[config.mk]
export PLATFORM = sky130hd
export DESIGN_NAME = top_k_ranked_insert
export DESIGN_NICKNAME = d
export VERILOG_FILES = /design/src/rtl/core/tkri_pkg.sv /design/src/rtl/core/tkri_place.sv /design/src/rtl/core/top_k_ranked_insert.sv
export SDC_FILE = /design/constraint.sdc
export NUM_CORES = 2
export LEC_CHECK = 0
export ABC_AREA = 1
export BUFFER_PORTS_ARGS = -buffer_cell sky130_fd_sc_hd__buf_2
export CAP_MARGIN = 20
export CORE_UTILIZATION = 30
export CTS_CLUSTER_SIZE = 20
export DETAILED_ROUTE_END_ITERATION = 16
export PLACE_DENSITY = 0.53
export SLEW_MARGIN = 20
export SYNTH_ARGS = -nofsm -noshare
export SYNTH_HDL_FRONTEND = slang
export SYNTH_SLANG_ARGS = --single-unit
[constraint.sdc]
create_clock -name clk -period 13.2 [get_ports clk]
set_clock_uncertainty 0.1 [all_clocks]
set_input_delay 0 -clock clk [delete_from_list [all_inputs] [get_ports clk]]
set_output_delay 0 -clock clk [all_outputs]
set_load 0.01 [all_outputs]
[src/rtl/core/tkri_pkg.sv]
// ============================================================================
// Ranked insert table package
// Shared sizes, request codes, row and placement types, and the rank compare.
// ============================================================================
package tkri_pkg;

    localparam int TABLE_SIZE = 16;
    localparam int IDX_W      = $clog2(TABLE_SIZE);
    localparam int CNT_W      = $clog2(TABLE_SIZE + 1);

    localparam int SCORE_W  = 32;
    localparam int DEPTH_W  = 8;
    localparam int TURNS_W  = 32;
    localparam int HANDLE_W = 16;
    localparam int RIDX_W   = 4;
    localparam int RANK_W   = 4;
    localparam int ECNT_W   = 5;

    localparam int S_TDATA_W = 96;
    localparam int S_TUSER_W = 2;
    localparam int M_TDATA_W = 104;
    localparam int M_TUSER_W = 2;

    typedef enum logic [1:0] {
        REQ_INSERT = 2'd0,
        REQ_READ   = 2'd1,
        REQ_CLEAR  = 2'd2
    } req_t;

    typedef struct packed {
        logic [SCORE_W-1:0]  score;
        logic [DEPTH_W-1:0]  depth;
        logic [TURNS_W-1:0]  turns;
        logic [HANDLE_W-1:0] handle;
    } row_t;

    typedef struct packed {
        logic             placed;
        logic [CNT_W-1:0] pos;
    } place_t;

    // True if record a ranks strictly above record b.
    function automatic logic ranks_above(input row_t a, input row_t b);
        logic result;
        if (a.score != b.score) begin
            result = (a.score > b.score);
        end else if (a.depth != b.depth) begin
            result = (a.depth > b.depth);
        end else begin
            result = (a.turns < b.turns);
        end
        return result;
    endfunction

endpackage

[src/rtl/core/tkri_place.sv]
// ============================================================================
// Ranked insert position finder
// Compares a new record against every valid row in parallel and returns the
// first row it ranks above, or the entry count, and whether it fits.
// ============================================================================
module tkri_place (
    input  tkri_pkg::row_t                 rows [tkri_pkg::TABLE_SIZE],
    input  logic [tkri_pkg::CNT_W-1:0]     count,
    input  tkri_pkg::row_t                 new_row,
    output tkri_pkg::place_t               place
);
    import tkri_pkg::*;

    logic [TABLE_SIZE-1:0] hit;
    logic [CNT_W-1:0]      pos;

    always_comb
    begin
        for (int i = 0; i < TABLE_SIZE; i++)
        begin
            hit[i] = (CNT_W'(i) < count) && ranks_above(new_row, rows[i]);
        end
    end

    always_comb
    begin
        pos = count;
        for (int i = TABLE_SIZE - 1; i >= 0; i--)
        begin
            if (hit[i])
            begin
                pos = CNT_W'(i);
            end
        end
    end

    assign place.pos    = pos;
    assign place.placed = (pos < CNT_W'(TABLE_SIZE));

endmodule

[src/rtl/core/top_k_ranked_insert.sv]
// ============================================================================
// Top-k ranked insert table
// Keeps up to sixteen records sorted by score, depth and turns; handles
// insert, row read and clear requests with one result per request.
// ============================================================================
//
// Channel   Dir  Handshake           Payload
// s_*       in   s_tvalid/s_tready   tdata: record and read index, tuser: request
// m_*       out  m_tvalid/m_tready   tdata: rank, row, count, tuser: flags
//
// For each request the parallel compare and the one-step shift
// update the table at the accepting edge, and the result is registered.
// A new transaction is accepted every cycle while the result register is
// empty or being drained; a stalled output holds the input.
// Reset empties the table; row contents are not cleared.
//
module top_k_ranked_insert (
    input  logic                                clk,
    input  logic                                rst_n,
    input  logic                                s_tvalid,
    output logic                                s_tready,
    // new_score, new_depth, new_turns, new_handle, read_index, zero pad
    input  logic [tkri_pkg::S_TDATA_W-1:0]      s_tdata,
    // req_type
    input  logic [tkri_pkg::S_TUSER_W-1:0]      s_tuser,
    output logic                                m_tvalid,
    input  logic                                m_tready,
    // rank, row_score, row_depth, row_turns, row_handle, entry_count, zero pad
    output logic [tkri_pkg::M_TDATA_W-1:0]      m_tdata,
    // placed, row_valid
    output logic [tkri_pkg::M_TUSER_W-1:0]      m_tuser
);
    import tkri_pkg::*;

    row_t              rows_reg [TABLE_SIZE];
    row_t              rows_next [TABLE_SIZE];
    logic [CNT_W-1:0]  count_reg;
    logic [CNT_W-1:0]  count_next;
    logic              out_valid_reg;
    logic              placed_reg;
    logic              placed_next;
    logic [RANK_W-1:0] rank_reg;
    logic [RANK_W-1:0] rank_next;
    logic              row_valid_reg;
    logic              row_valid_next;
    row_t              row_out_reg;
    row_t              row_out_next;

    row_t              new_row;
    logic [RIDX_W-1:0] read_index;
    req_t              req;
    place_t            place;
    logic              accept;

    assign new_row.score  = s_tdata[31:0];
    assign new_row.depth  = s_tdata[39:32];
    assign new_row.turns  = s_tdata[71:40];
    assign new_row.handle = s_tdata[87:72];
    assign read_index     = s_tdata[91:88];
    assign req            = req_t'(s_tuser);

    assign s_tready = !out_valid_reg || m_tready;
    assign accept   = s_tvalid && s_tready;

    tkri_place u_place (
        .rows    (rows_reg),
        .count   (count_reg),
        .new_row (new_row),
        .place   (place)
    );

    always_comb
    begin
        rows_next      = rows_reg;
        count_next     = count_reg;
        placed_next    = 1'b0;
        rank_next      = '0;
        row_valid_next = 1'b0;
        row_out_next   = '0;
        case (req)
            REQ_INSERT:
            begin
                if (place.placed)
                begin
                    for (int i = 0; i < TABLE_SIZE; i++)
                    begin
                        if (CNT_W'(i) == place.pos)
                        begin
                            rows_next[i] = new_row;
                        end
                        else if ((i > 0) && (CNT_W'(i) > place.pos))
                        begin
                            rows_next[i] = rows_reg[(i > 0) ? i - 1 : 0];
                        end
                    end
                    if (count_reg < CNT_W'(TABLE_SIZE))
                    begin
                        count_next = count_reg + CNT_W'(1);
                    end
                    placed_next = 1'b1;
                    rank_next   = RANK_W'(place.pos);
                end
            end
            REQ_READ:
            begin
                if (int'(read_index) < int'(count_reg))
                begin
                    row_valid_next = 1'b1;
                    row_out_next   = rows_reg[IDX_W'(read_index)];
                end
            end
            REQ_CLEAR:
            begin
                count_next = '0;
            end
            default:
            begin
                count_next = count_reg;
            end
        endcase
    end

    always_ff @(posedge clk or negedge rst_n)
    begin
        if (!rst_n)
        begin
            count_reg     <= '0;
            out_valid_reg <= 1'b0;
        end
        else
        begin
            if (accept)
            begin
                count_reg     <= count_next;
                out_valid_reg <= 1'b1;
            end
            else if (m_tready)
            begin
                out_valid_reg <= 1'b0;
            end
        end
    end

    always_ff @(posedge clk)
    begin
        if (accept)
        begin
            rows_reg      <= rows_next;
            placed_reg    <= placed_next;
            rank_reg      <= rank_next;
            row_valid_reg <= row_valid_next;
            row_out_reg   <= row_out_next;
        end
    end

    assign m_tvalid = out_valid_reg;
    assign m_tuser  = {row_valid_reg, placed_reg};
    assign m_tdata  = {7'd0, ECNT_W'(count_reg), row_out_reg.handle, row_out_reg.turns,
                       row_out_reg.depth, row_out_reg.score, rank_reg};

endmodule

==> results.md <==
- Count of TritonRoute iterations in the first routing pass: 8
- Max-cap check violation count: 0
- Via-to-Cell Ratio: around 5.3
- Setup repair after global routing missed its margin: false
- Most instantiated cells after synthesis: sky130_fd_sc_hd__nand2_1, sky130_fd_sc_hd__inv_1, sky130_fd_sc_hd__edfxtp_1
- Critical register-to-register path startpoint: rows_reg[790]$_DFFE_PP_
- Post-Syn Area per Cell: 8.16 um^2
- Library cell with the highest instance count after synthesis: sky130_fd_sc_hd__nand2_1
- Critical Path Fanout Max: 74
- Worst hold path class: input pin to register
- Kind of start point of the critical path: register
- IR drop worst, VDD: 0.000310 V
- Final Instance Count excl. Fillers: 17500
- Leakage component of the power: 0.0531 uW
- Final weighted congestion in routability-driven placement: 0.902
- Die height: 595 um
- Share of the synthesized area in the top cell type: 0.427
- Post-detailed-route wirelength per cell: 23.3 um
- Worst Path Class, Setup: register to register
- Number of buffers created by CTS: 190
- Number of filler cells placed in the layout: 36700
- Wire length reported by the detailed router: 409 mm
- Total clock sinks: 1508
- Most instantiated flip-flop cell in the synthesis netlist: sky130_fd_sc_hd__edfxtp_1
- Max transition margin: 0.211
- Number of max-slew violations in the final report: 0
- Max reg flops: 1408
- Area used by multi-input combinational logic: 0.0507 mm^2
- Initial Utilization: 0.302
- Placed instance count: between 15000 and 20000
- # rows: 217
- Power Total: 18000 uW
- Total cell area at the placement stage: about 0.11 mm^2
- Residual antenna-violating net count after detailed routing: 0
- Number of design rule violations left after detail routing: 0
- Vias: 93000
- DPL Wire Length: 271 mm
- Ratio of final minimum period to clock period: 0.632
- Top cells by area in the synthesized netlist: sky130_fd_sc_hd__edfxtp_1, sky130_fd_sc_hd__ha_1, sky130_fd_sc_hd__nand2_1
- Clock slew seen by the registers of the worst setup and hold paths: approximately 0.070 ns
- Register Area: 0.0453 mm^2
- Share of flip-flops with an asynchronous set or reset: 0.00398
- Cell taking the most area after synthesis: sky130_fd_sc_hd__edfxtp_1
- CTS tree: done
- Number of warnings reported in the yosys synthesis log: 0
- Setup TNS: 0 ns
- CP Data Arrival Time: 8.73 ns
- Count of mapped cells out of synthesis: 12900
- Relative area change from synthesis to final layout: 11.6%
- Clock insertion delay at the later pin of the skew report: 0.95 ns
- Worst Max-Slew Pin Slew: 1.18 ns
- Endpoint type of the worst setup path: register
- Area enclosed by the die boundary: around 0.35 mm^2
- Post-synthesis register bit count: around 1500
- Total count of hold-check failures in the final report: 0
- Maximum number of pins on one net before global-route repair: 166
- Number of endpoints failing setup at the final stage: 0
- Minimum clock period: 8.34 ns
- Placeable core region: 0.350 mm^2
- Hold Worst Slack: 0.0372 ns
- Outcome: completed
- Layout cells sized above 1: 0.0527
- Initial antenna violation count: 24
- Required @ worst endpoint: ~14 ns
- Global-route usage over all layers: 0.223
- Remaining global-route overflow: 0
- Library cell used as clock root buffer: sky130_fd_sc_hd__clkbuf_16
- Maximum operating frequency: 0.120 GHz
- Total power density per cell area: 153 mW/mm^2
- Number of flops mapped to enable cells by yosys: 1502
- Post-synth cell types: 56
- Die extent in x: ~600 um
- Synth Cell Area: ~0.11 mm^2
- Maximum level of the CTS H-tree: 4
- Worst setup path start: rows_reg[790]$_DFFE_PP_
- Iteration-0 DRC Markers: 9861
- Count of nets after finishing: 14000
- IO Port Bufs: 198
- Clock Path Buffers: 4
- Startpoint of the most critical hold path: s_tdata[32]
- Wire length of the first global-routing pass: 592 mm
- Sequential fraction of the synthesis area: 0.429
- I/O pin cnt: 210
- Number of global-route vias before repair: 86800
- Final non-filler cell area: 0.118 mm^2
-- cell type report --
cell class,instances,share of cell area
multi-input combinational,8865,0.430
sequential,1508,0.384
inverter,1762,0.0566
tap,4599,0.0488
clock buffer,237,0.0422
timing repair buffer,479,0.0305
clock inverter,92,0.00781
antenna,7,0.000149
-- critical path, stage by stage, from the launching register on --
cell	delay, ns
sky130_fd_sc_hd__edfxtp_1	0.39
sky130_fd_sc_hd__inv_1	0.06
sky130_fd_sc_hd__ha_1	0.29
sky130_fd_sc_hd__nand4_1	0.30
sky130_fd_sc_hd__or3_1	0.50
sky130_fd_sc_hd__nor4_2	0.71
sky130_fd_sc_hd__nand3_1	0.68
sky130_fd_sc_hd__a21oi_1	0.57
sky130_fd_sc_hd__o31ai_2	0.28
sky130_fd_sc_hd__nand2_2	0.16
sky130_fd_sc_hd__nand2_1	0.06
sky130_fd_sc_hd__nand2_1	0.06
sky130_fd_sc_hd__nand2_1	0.05
sky130_fd_sc_hd__nand2_1	0.05
sky130_fd_sc_hd__nand2_1	0.05
sky130_fd_sc_hd__nand2_1	0.09
sky130_fd_sc_hd__nand2_4	0.09
sky130_fd_sc_hd__nand2_8	0.46
sky130_fd_sc_hd__buf_4	0.89
sky130_fd_sc_hd__nand2_1	0.21
sky130_fd_sc_hd__nor2_4	0.14
sky130_fd_sc_hd__buf_4	0.54
sky130_fd_sc_hd__buf_4	0.89
-- cells in the final DEF (no fill, tap or decap), types with 194 or more instances in the layout --
| cell | n |
|---|---|
| sky130_fd_sc_hd__nand3_1 | 1155 |
| sky130_fd_sc_hd__nand2_1 | 2882 |
| sky130_fd_sc_hd__nand4_1 | 371 |
| sky130_fd_sc_hd__ha_1 | 1140 |
| sky130_fd_sc_hd__edfxtp_1 | 1502 |
| sky130_fd_sc_hd__a21oi_1 | 1286 |
| sky130_fd_sc_hd__inv_1 | 1746 |
| sky130_fd_sc_hd__nor2_1 | 295 |
| sky130_fd_sc_hd__o21ai_0 | 1150 |
| sky130_fd_sc_hd__buf_2 | 194 |
-- final timing paths --
path / end / slack, ns / cells after the start
worst max register to register: rows_reg[1338]$_DFFE_PP_ / 4.86 / 22
worst max-delay path: rows_reg[1338]$_DFFE_PP_ / 4.86 / 22
worst min-delay path: rows_reg[1368]$_DFFE_PP_ / 0.04 / 2
max in group asynchronous: count_reg[4]$_DFFE_PN0P_ / 12.58 / 3
min in group asynchronous: m_tvalid$_DFFE_PN0P_ / 0.06 / 3
worst min register to register: rows_reg[175]$_DFFE_PP_ / 0.39 / 2
-- timing repair --
action,4_1_cts,5_1_grt
resized for setup,0,0
hold buffers,128,0
hold endpoints to repair,1119,0
buffers inserted,0,0
-- where the power goes --
part	switching, uW	internal (uW)	leakage [uW]
Clock	2320	2940	0.00286
Combinational	4970	1430	0.0364
Sequential	209	6110	0.0138
-- stage by stage --
stage,setup WS [ns],util
2_1_floorplan,1.15,-
3_3_place_gp,4.71,0.316
3_5_place_dp,4.77,0.316
4_1_cts,4.89,0.337
5_1_grt,4.69,0.337
6_report,4.86,0.337
-- routing by layer --
layer / part of all wire / routed length (um) / track usage
met3: 0.081 / 32900 / 0.0317
met5: 0.00011 / 46 / 0
met1: 0.43 / 174000 / 0.301
met4: 0.035 / 14400 / 0.0738
met2: 0.46 / 187000 / 0.364
-- cell families (layout without fill, tap and decap cells) --
logic type               count (synthesis)  count (layout)  synth area share
AO/OA/AOI/OAI                         2863            2863             0.142
XOR/XNOR                                 1               1         0.0000830
adder cells (fa/ha/maj)               1140            1140             0.135
buffers and inverters                 2566            2570            0.0949
flip-flops                            1508            1508             0.429
other                                    1              14         0.0000355
AND/OR/NAND/NOR                       4854            4854             0.199
Power figures use the tool's default switching activity.
